### config.mk
export PLATFORM = sky130hd
export DESIGN_NAME = stop_and_wait_arq_endpoint_unit
export DESIGN_NICKNAME = d
export VERILOG_FILES = /design/src/design/arqe_pkg.sv /design/src/design/arqe_in_stage.sv /design/src/design/arqe_cfg_regs.sv /design/src/design/arqe_core.sv /design/src/design/arqe_out_stage.sv /design/src/design/stop_and_wait_arq_endpoint_unit.sv
export SDC_FILE = /design/constraint.sdc
export NUM_CORES = 1
export LEC_CHECK = 0
export BUFFER_PORTS_ARGS = -buffer_cell sky130_fd_sc_hd__buf_2
export CORE_MARGIN = 3
export CORE_UTILIZATION = 50
export CTS_BUF_LIST = sky130_fd_sc_hd__clkbuf_4 sky130_fd_sc_hd__clkbuf_8
export CTS_CLUSTER_DIAMETER = 200
export DETAILED_ROUTE_END_ITERATION = 8
export PLACE_DENSITY = 0.71
export RECOVER_POWER = 25
export SKIP_CTS_REPAIR_TIMING = 1
export SYNTH_ARGS = -nofsm -noshare
export SYNTH_HDL_FRONTEND = slang
export SYNTH_SLANG_ARGS = --single-unit
### constraint.sdc
create_clock -name clk -period 6.6 [get_ports clk]
set_clock_uncertainty 0.1 [all_clocks]
set_input_delay 0.66 -clock clk [delete_from_list [all_inputs] [get_ports clk]]
set_output_delay 0.66 -clock clk [all_outputs]
set_load 0.05 [all_outputs]
### src/design/arqe_pkg.sv
package arqe_pkg;

  localparam int unsigned CFG_IDX_W  = 2;
  localparam int unsigned CFG_DATA_W = 16;
  localparam int unsigned IN_DATA_W  = 16;
  localparam int unsigned IN_USER_W  = 2;
  localparam int unsigned OUT_DATA_W = 16;

  typedef enum logic [1:0] {
    CMD_FRAME = 2'd0,
    CMD_SEND  = 2'd1,
    CMD_TICK  = 2'd2,
    CMD_NOP   = 2'd3
  } cmd_t;

  typedef enum logic [1:0] {
    FT_DATA  = 2'd0,
    FT_ACK   = 2'd1,
    FT_CLOSE = 2'd2,
    FT_OTHER = 2'd3
  } frame_type_t;

  typedef enum logic [1:0] {
    MODE_FREE      = 2'd0,
    MODE_CONNECTED = 2'd1,
    MODE_CLOSED    = 2'd2
  } mode_t;

  typedef enum logic [1:0] {
    KIND_NONE  = 2'd0,
    KIND_DATA  = 2'd1,
    KIND_CLOSE = 2'd2,
    KIND_RETX  = 2'd3
  } send_kind_t;

  localparam logic [CFG_IDX_W-1:0] CFG_CONN_ID       = 2'd0;
  localparam logic [CFG_IDX_W-1:0] CFG_MAX_RETRIES   = 2'd1;
  localparam logic [CFG_IDX_W-1:0] CFG_TIMEOUT_TICKS = 2'd2;

  localparam logic [7:0]  CONN_ID_RST       = 8'd0;
  localparam logic [7:0]  MAX_RETRIES_RST   = 8'd10;
  localparam logic [15:0] TIMEOUT_TICKS_RST = 16'd1000;
  localparam logic [8:0]  RETRY_SAT         = 9'd511;

  typedef struct packed {
    logic        tx_is_eof;
    logic        rx_space_ok;
    logic [7:0]  frame_conn;
    logic        frame_seq;
    frame_type_t frame_type;
    cmd_t        cmd;
  } item_t;

  typedef struct packed {
    logic       awaiting_ack;
    mode_t      link_state;
    logic       link_failed;
    logic       remote_closed;
    logic       tx_accepted;
    logic       out_seq;
    send_kind_t send_kind;
    logic       deliver_payload;
    logic       ack_bit;
    logic       send_ack;
  } result_t;

  typedef struct packed {
    logic [7:0]  conn_id;
    logic [7:0]  max_retries;
    logic [15:0] timeout_ticks;
  } cfg_t;

endpackage

### src/design/arqe_in_stage.sv
module arqe_in_stage (
  input  logic                                clk,
  input  logic                                rst_n,
  input  logic                                in_tvalid,
  output logic                                in_tready,
  input  logic [arqe_pkg::IN_DATA_W-1:0]      in_tdata,
  input  logic [arqe_pkg::IN_USER_W-1:0]      in_tuser,
  input  logic                                fire,
  output logic                                item_valid,
  output arqe_pkg::item_t                     item
);

  logic            valid_r, valid_nxt;
  arqe_pkg::item_t item_r, item_nxt;

  assign in_tready = !valid_r || fire;

  always_comb begin
    item_nxt.cmd         = arqe_pkg::cmd_t'(in_tuser[1:0]);
    item_nxt.frame_type  = arqe_pkg::frame_type_t'(in_tdata[1:0]);
    item_nxt.frame_seq   = in_tdata[2];
    item_nxt.frame_conn  = in_tdata[10:3];
    item_nxt.rx_space_ok = in_tdata[11];
    item_nxt.tx_is_eof   = in_tdata[12];
    valid_nxt = in_tvalid || (valid_r && !fire);
  end

  always_ff @(posedge clk) begin
    if (!rst_n) begin
      valid_r <= 1'b0;
    end else begin
      valid_r <= valid_nxt;
    end
  end

  always_ff @(posedge clk) begin
    if (in_tvalid && in_tready) begin
      item_r <= item_nxt;
    end
  end

  assign item_valid = valid_r;
  assign item       = item_r;

endmodule

### src/design/arqe_cfg_regs.sv
module arqe_cfg_regs (
  input  logic                             clk,
  input  logic                             rst_n,
  input  logic                             cfg_valid,
  output logic                             cfg_ready,
  input  logic [arqe_pkg::CFG_IDX_W-1:0]   cfg_index,
  input  logic [arqe_pkg::CFG_DATA_W-1:0]  cfg_data,
  output arqe_pkg::cfg_t                   cfg
);

  arqe_pkg::cfg_t cfg_r, cfg_nxt;

  assign cfg_ready = 1'b1;

  always_comb begin
    cfg_nxt = cfg_r;
    if (cfg_valid) begin
      unique case (cfg_index)
        arqe_pkg::CFG_CONN_ID:       cfg_nxt.conn_id       = cfg_data[7:0];
        arqe_pkg::CFG_MAX_RETRIES:   cfg_nxt.max_retries   = cfg_data[7:0];
        arqe_pkg::CFG_TIMEOUT_TICKS: cfg_nxt.timeout_ticks = cfg_data[15:0];
        default: ;
      endcase
    end
  end

  always_ff @(posedge clk) begin
    if (!rst_n) begin
      cfg_r.conn_id       <= arqe_pkg::CONN_ID_RST;
      cfg_r.max_retries   <= arqe_pkg::MAX_RETRIES_RST;
      cfg_r.timeout_ticks <= arqe_pkg::TIMEOUT_TICKS_RST;
    end else begin
      cfg_r <= cfg_nxt;
    end
  end

  assign cfg = cfg_r;

endmodule

### src/design/arqe_core.sv
module arqe_core (
  input  logic              clk,
  input  logic              rst_n,
  input  logic              fire,
  input  arqe_pkg::item_t   item,
  input  arqe_pkg::cfg_t    cfg,
  output arqe_pkg::result_t res
);

  arqe_pkg::mode_t mode_r, mode_nxt;
  logic            rx_exp_r, rx_exp_nxt;
  logic            tx_last_r, tx_last_nxt;
  logic            waiting_r, waiting_nxt;
  logic [8:0]      retry_r, retry_nxt;
  logic [15:0]     ticks_r, ticks_nxt;

  logic        is_frame, close_hit, close_new, ack_hit, data_ack, data_new;
  logic        tx_ok, tick_on, timeout, fail, retx;
  logic [15:0] ticks_dec;
  logic [8:0]  retry_inc;

  // event decode
  always_comb begin
    is_frame  = (item.cmd == arqe_pkg::CMD_FRAME) && (item.frame_conn == cfg.conn_id);
    close_hit = is_frame && (item.frame_type == arqe_pkg::FT_CLOSE);
    close_new = close_hit && (item.frame_seq == rx_exp_r);
    ack_hit   = is_frame && (item.frame_type == arqe_pkg::FT_ACK) &&
                (mode_r != arqe_pkg::MODE_FREE) && waiting_r && (tx_last_r == item.frame_seq);
    data_ack  = is_frame && (item.frame_type == arqe_pkg::FT_DATA) &&
                (mode_r == arqe_pkg::MODE_CONNECTED) && item.rx_space_ok;
    data_new  = data_ack && (item.frame_seq == rx_exp_r);
    tx_ok     = (item.cmd == arqe_pkg::CMD_SEND) && (mode_r == arqe_pkg::MODE_CONNECTED) &&
                !waiting_r;
    tick_on   = (item.cmd == arqe_pkg::CMD_TICK) && (mode_r != arqe_pkg::MODE_FREE) &&
                waiting_r;
    ticks_dec = (ticks_r == 16'd0) ? 16'd0 : ticks_r - 16'd1;
    retry_inc = (retry_r == arqe_pkg::RETRY_SAT) ? retry_r : retry_r + 9'd1;
    timeout   = tick_on && (ticks_dec == 16'd0);
    fail      = timeout && (retry_inc > {1'b0, cfg.max_retries});
    retx      = timeout && !fail;
  end

  // next state
  always_comb begin
    mode_nxt    = mode_r;
    rx_exp_nxt  = rx_exp_r;
    tx_last_nxt = tx_last_r;
    waiting_nxt = waiting_r;
    retry_nxt   = retry_r;
    ticks_nxt   = ticks_r;
    if (close_new) begin
      rx_exp_nxt = !rx_exp_r;
      mode_nxt   = arqe_pkg::MODE_CLOSED;
    end
    if (data_new) begin
      rx_exp_nxt = !rx_exp_r;
    end
    if (ack_hit) begin
      waiting_nxt = 1'b0;
      if (mode_r == arqe_pkg::MODE_CLOSED) begin
        mode_nxt = arqe_pkg::MODE_FREE;
      end
    end
    if (tx_ok) begin
      tx_last_nxt = !tx_last_r;
      waiting_nxt = 1'b1;
      ticks_nxt   = cfg.timeout_ticks;
      retry_nxt   = 9'd0;
      if (item.tx_is_eof) begin
        mode_nxt = arqe_pkg::MODE_CLOSED;
      end
    end
    if (tick_on) begin
      ticks_nxt = ticks_dec;
      if (timeout) begin
        retry_nxt = retry_inc;
      end
      if (fail) begin
        mode_nxt    = arqe_pkg::MODE_FREE;
        waiting_nxt = 1'b0;
      end
      if (retx) begin
        ticks_nxt = cfg.timeout_ticks;
      end
    end
  end

  // result fields
  always_comb begin
    res.send_ack        = close_hit || data_ack;
    res.ack_bit         = (close_hit || data_ack) && item.frame_seq;
    res.deliver_payload = data_new;
    res.tx_accepted     = tx_ok;
    res.remote_closed   = close_new;
    res.link_failed     = fail;
    res.link_state      = mode_nxt;
    res.awaiting_ack    = waiting_nxt;
    if (tx_ok) begin
      res.send_kind = item.tx_is_eof ? arqe_pkg::KIND_CLOSE : arqe_pkg::KIND_DATA;
      res.out_seq   = !tx_last_r;
    end else if (retx) begin
      res.send_kind = arqe_pkg::KIND_RETX;
      res.out_seq   = tx_last_r;
    end else begin
      res.send_kind = arqe_pkg::KIND_NONE;
      res.out_seq   = 1'b0;
    end
  end

  always_ff @(posedge clk) begin
    if (!rst_n) begin
      mode_r    <= arqe_pkg::MODE_CONNECTED;
      rx_exp_r  <= 1'b1;
      tx_last_r <= 1'b0;
      waiting_r <= 1'b0;
      retry_r   <= 9'd0;
      ticks_r   <= 16'd0;
    end else if (fire) begin
      mode_r    <= mode_nxt;
      rx_exp_r  <= rx_exp_nxt;
      tx_last_r <= tx_last_nxt;
      waiting_r <= waiting_nxt;
      retry_r   <= retry_nxt;
      ticks_r   <= ticks_nxt;
    end
  end

  a_fail_frees: assert property (@(posedge clk) disable iff (!rst_n)
    fire && res.link_failed |=> mode_r == arqe_pkg::MODE_FREE && !waiting_r)
    else $error("link failure did not free the link");

  a_tx_arms_timer: assert property (@(posedge clk) disable iff (!rst_n)
    fire && res.tx_accepted |=> waiting_r && ticks_r == $past(cfg.timeout_ticks) &&
    retry_r == 9'd0)
    else $error("accepted send did not arm the retransmit timer");

  a_retx_seq: assert property (@(posedge clk) disable iff (!rst_n)
    fire && res.send_kind == arqe_pkg::KIND_RETX |-> res.out_seq == tx_last_r && waiting_r)
    else $error("retransmit carries wrong sequence bit");

  a_deliver_toggles: assert property (@(posedge clk) disable iff (!rst_n)
    fire && (res.deliver_payload || res.remote_closed) |=> rx_exp_r != $past(rx_exp_r))
    else $error("in-order frame did not advance expected bit");

endmodule

### src/design/arqe_out_stage.sv
module arqe_out_stage (
  input  logic                              clk,
  input  logic                              rst_n,
  input  logic                              fire,
  input  arqe_pkg::result_t                 res,
  output logic                              can_load,
  output logic                              out_tvalid,
  input  logic                              out_tready,
  output logic [arqe_pkg::OUT_DATA_W-1:0]   out_tdata
);

  logic              valid_r, valid_nxt;
  arqe_pkg::result_t res_r;

  assign can_load  = !valid_r || out_tready;
  assign valid_nxt = fire || (valid_r && !out_tready);

  always_ff @(posedge clk) begin
    if (!rst_n) begin
      valid_r <= 1'b0;
    end else begin
      valid_r <= valid_nxt;
    end
  end

  always_ff @(posedge clk) begin
    if (fire) begin
      res_r <= res;
    end
  end

  assign out_tvalid = valid_r;
  assign out_tdata  = {{(arqe_pkg::OUT_DATA_W - $bits(arqe_pkg::result_t)){1'b0}}, res_r};

endmodule

### src/design/stop_and_wait_arq_endpoint_unit.sv
// alternating-bit stop-and-wait endpoint, control decisions only
// in channel: one event per transfer; in_tuser is the command (frame header,
//   send request, timer tick), in_tdata carries the frame header fields and
//   the queue and end-of-stream flags
// out channel: exactly one result transfer per input transfer, in order,
//   holding ack, delivery, send and link status flags after the event
// cfg channel: register index and data, always ready; write only while idle
// latency: an accepted event is registered, evaluated in the next cycle and
//   its result shows on out_tvalid one cycle after that, two cycles in all
// throughput: one event per cycle; the endpoint state update is a single
//   cycle of flag and counter logic between the input and output registers
// stall: while out_tready is low the result holds, the input register fills
//   and then in_tready drops; no event is lost or repeated
// reset: synchronous active-low; link connected, expected bit 1, last sent
//   bit 0, no wait pending, config back to defaults
module stop_and_wait_arq_endpoint_unit (
  input  logic                              clk,
  input  logic                              rst_n,
  input  logic                              in_tvalid,
  output logic                              in_tready,
  // frame_type[1:0], frame_seq[2], frame_conn[10:3], rx_space_ok[11], tx_is_eof[12]
  input  logic [arqe_pkg::IN_DATA_W-1:0]    in_tdata,
  // cmd[1:0]
  input  logic [arqe_pkg::IN_USER_W-1:0]    in_tuser,
  output logic                              out_tvalid,
  input  logic                              out_tready,
  // send_ack[0], ack_bit[1], deliver_payload[2], send_kind[4:3], out_seq[5],
  // tx_accepted[6], remote_closed[7], link_failed[8], link_state[10:9], awaiting_ack[11]
  output logic [arqe_pkg::OUT_DATA_W-1:0]   out_tdata,
  input  logic                              cfg_valid,
  output logic                              cfg_ready,
  input  logic [arqe_pkg::CFG_IDX_W-1:0]    cfg_index,
  input  logic [arqe_pkg::CFG_DATA_W-1:0]   cfg_data
);

  logic              item_valid, can_load, fire;
  arqe_pkg::item_t   item;
  arqe_pkg::cfg_t    cfg;
  arqe_pkg::result_t res;

  assign fire = item_valid && can_load;

  arqe_in_stage u_in (
    .clk        (clk),
    .rst_n      (rst_n),
    .in_tvalid  (in_tvalid),
    .in_tready  (in_tready),
    .in_tdata   (in_tdata),
    .in_tuser   (in_tuser),
    .fire       (fire),
    .item_valid (item_valid),
    .item       (item)
  );

  arqe_cfg_regs u_cfg (
    .clk       (clk),
    .rst_n     (rst_n),
    .cfg_valid (cfg_valid),
    .cfg_ready (cfg_ready),
    .cfg_index (cfg_index),
    .cfg_data  (cfg_data),
    .cfg       (cfg)
  );

  arqe_core u_core (
    .clk   (clk),
    .rst_n (rst_n),
    .fire  (fire),
    .item  (item),
    .cfg   (cfg),
    .res   (res)
  );

  arqe_out_stage u_out (
    .clk        (clk),
    .rst_n      (rst_n),
    .fire       (fire),
    .res        (res),
    .can_load   (can_load),
    .out_tvalid (out_tvalid),
    .out_tready (out_tready),
    .out_tdata  (out_tdata)
  );

endmodule

==> qor.yml <==
row_count: 34
nNetsFinal: 611
ir_worst_vdd_mv: 0.1096
grt_max_degree: 32
drtIter0Drc: 265
area_delta_synth_final_pct: 10.44
antenna_left: 0
required_ns: 6.77
initial_core_util_pct: 52.32
die_area_sq_um: 10500
slew_viol_final: 0
instances_no_fill: 673
path_class: "reg2reg"
cts_max_level: 3
cts_tree: "built"
total_power_mw: 1.178
synth-seq-area-share_pct: 44.97
vias_per_cell: 5.866
p_per_area_nw_per_um2: 229.2
clkTransAtPathRegs_ns: 0.11
clockRootBuffer: "clkbuf_8"
synth.mux.area_fraction_pct: 3.497
grt.overflow.total: 0
nFillCells: 826
core_region_area_sq_um: 8891
routed_wl_um: 11390
outcome: "complete, no violations"
portBuffers: 51
hold_violations: 0
dpl.hpwl_um: 8281
leakagePower_nw: 2.043
grt_setup_unrepaired: "false"
cts_sinks: 91
globalplace.congestion: 0.9276
diodes: 0
placed_area_sq_um: 4923
crit_path_end_kind: "register"
grt_pass1_vias: 3641
dr.pass1.iters: 5
path_max_fanout: 21
r2r_cells: 14
worstPathArrival_ns: 4.54
syn_avg_cell_area_sq_um: 8.912
antenna_found_initial: 0
synth-xor-area-share_pct: 4.519
fmax_mhz: 228.9
timing.final.crit_share_pct: 66.19
track_usage_pct: 22.39
synth_edf_count: 27
cts_buffers: 9
synth_cells: 522
die_x_um: 102.5
cts_buffer_depth: 2
clk_latency_ns: 0.37
synthFlopType: "dfxtp_1"
synth_fa_ha_area_share_pct: 2.690
wl_per_cell_um: 16.93
finalSetupTns_ns: 0
finalCriticalPeriod_ns: 4.368
post-route-util_pct: 57.78
worstHoldPathCells: 1
drcViolationCount: 0
die_h_um: 102.5
io_pins: 60
fin_area_sq_um: 5137
critPathLaunchType: "register"
hold_slack_ns: 0.3610
synth_top_family_by_area: "simple AND/OR/NAND/NOR gates"
place_ws_ns: 2.363
setup_violations: 0
synth_simple_gate_area_share_pct: 23.86
synth_seq_cells: 91
cap_violations: 0
hp-class: "in2reg"
vias: 3948
grt_pass1_wl_um: 18310
synth_compound_gate_area_share_pct: 15.73
netlist_area_sq_um: 4652
layout_setup_ws_ns: 2.232
max-slew-margin-rel_pct: 31.89
yosysUniqueCellTypes: 66
ys_async_sr_fraction_pct: 0
tightest_slew_ns: 1.022
drive_above_1_share_pct: 15.58
yosys_warnings: 0
dp.cells: 657
-- state kept, by name (all words and copies together) (netlist names) --
| register | count |
|---|---|
| u_core.mode_r | 2 |
| u_out.out_tdata | 12 |
| u_in.item_valid | 1 |
| u_core.retry_r | 9 |
| u_core.ticks_r | 16 |
| u_in.item | 15 |
| u_core.rx_exp_r | 1 |
| u_core.tx_last_r | 1 |
| u_cfg.cfg | 32 |
| u_core.waiting_r | 1 |
| u_out.out_tvalid | 1 |
-- critical path, stage by stage (launching register included) --
cell and delay, ns:
dfxtp_1 0.43, ha_1 0.24, nand2_1 0.09, nor3_1 0.32
nand2_1 0.27, nand2b_1 0.24, nor2_1 0.09, xor2_1 0.17
ha_1 0.22, a2111o_1 0.35, a31oi_1 0.15, o211ai_1 0.29
o21ai_2 0.80, a21oi_1 0.22, a221oi_2 0.28
-- final cells by class --
type / instances / area, sq um / area share, %
inverters: 15 / 56.30 / 1.096
clock inverters: 7 / 95.09 / 1.851
multi-input cells: 389 / 2362 / 45.98
repair buffers: 54 / 272.8 / 5.309
well taps: 108 / 135.1 / 2.630
clock buffers: 9 / 123.9 / 2.411
flip-flops and latches: 91 / 2092 / 40.72
-- worst paths after layout --
kind | start | to | slack, ns
hold / removal | in_tdata[1] | u_in.item[3] | 0.36
setup reg to reg | u_core.retry_r[0] | u_core.ticks_r[0] | 2.23
setup / recovery | u_core.retry_r[0] | u_core.ticks_r[0] | 2.23
hold reg to reg | u_cfg.cfg[1] | u_cfg.cfg[1] | 0.37
-- layer usage --
metal	up-vias	share of wire (%)	global-route usage, %	routed length, um
met5	-	0	0	0
met4	0	1.3	7.972	143
met3	12	5.5	3.345	632
met2	139	47	36.44	5357
met1	1855	46	30.34	5259
li1	1942	-	-	-
-- synthesized netlist by cell type, drive strengths merged (2+ instances only) --
cell	number	area [sq um]
clkbuf	16	60.06
o2bb2ai	2	17.52
buf	14	96.34
nand3b	4	30.03
a21oi	28	140.1
a32o	4	40.04
o211ai	2	15.01
a31oi	7	43.79
a2bb2oi	2	17.52
o22ai	2	12.51
nor4b	2	17.52
nor2	44	165.2
a22o	6	52.55
xor2	8	70.07
inv	14	52.55
o21ai	37	196.4
nor3b	5	42.54
and3	6	37.54
nand3	19	100.1
nor2b	4	25.02
xnor2	16	140.1
or4	3	26.27
a211o	2	17.52
o21a	5	37.54
mux2	2	22.52
a211oi	2	15.01
conb	2	7.510
or3	7	48.80
a21o	3	22.52
nand2b	8	50.05
and2	3	18.77
o31ai	2	15.01
edfxtp	27	810.8
mux2i	14	140.1
a221oi	3	32.53
nor3	15	80.08
nor4	6	43.79
nand2	76	292.8
or2	4	25.02
ha	10	125.1
dfxtp	64	1281
nand4	12	75.07
-- cells by family (layout without fill, tap and decap cells) --
group	Yosys count	count (layout)
and+or+nand+nor	221	221
adders and majority gates	10	10
AOI/OAI and AO/OA	113	113
DFF	91	91
buffers and inverters	45	85
other	2	5
xor gates and xnor gates	24	24
muxes	16	16
-- power by group --
group	internal [mW]	switching, mW
clock network	0.186	0.224
registers	0.596	0.0160
logic	0.0529	0.102
-- layout by cell type, fill, tap and decap left out, types with 3 or more instances in the layout --
| master | instances |
|---|---|
| a21o_1 | 3 |
| a21oi_1 | 27 |
| a22o_1 | 6 |
| a31oi_1 | 7 |
| a32o_1 | 4 |
| and3_1 | 6 |
| buf_2 | 50 |
| clkbuf_8 | 9 |
| conb_1 | 5 |
| dfxtp_1 | 64 |
| edfxtp_1 | 27 |
| ha_1 | 10 |
| inv_1 | 14 |
| mux2i_1 | 14 |
| nand2_1 | 75 |
| nand2b_1 | 8 |
| nand3_1 | 18 |
| nand3b_1 | 4 |
| nand4_1 | 12 |
| nor2_1 | 44 |
| nor2b_1 | 4 |
| nor3_1 | 14 |
| nor3b_1 | 4 |
| nor4_1 | 5 |
| o21a_1 | 5 |
| o21ai_0 | 33 |
| o21ai_2 | 3 |
| or2_2 | 4 |
| or3_1 | 6 |
| xnor2_1 | 16 |
| xor2_1 | 8 |
(Power assumes the default switching activity.)
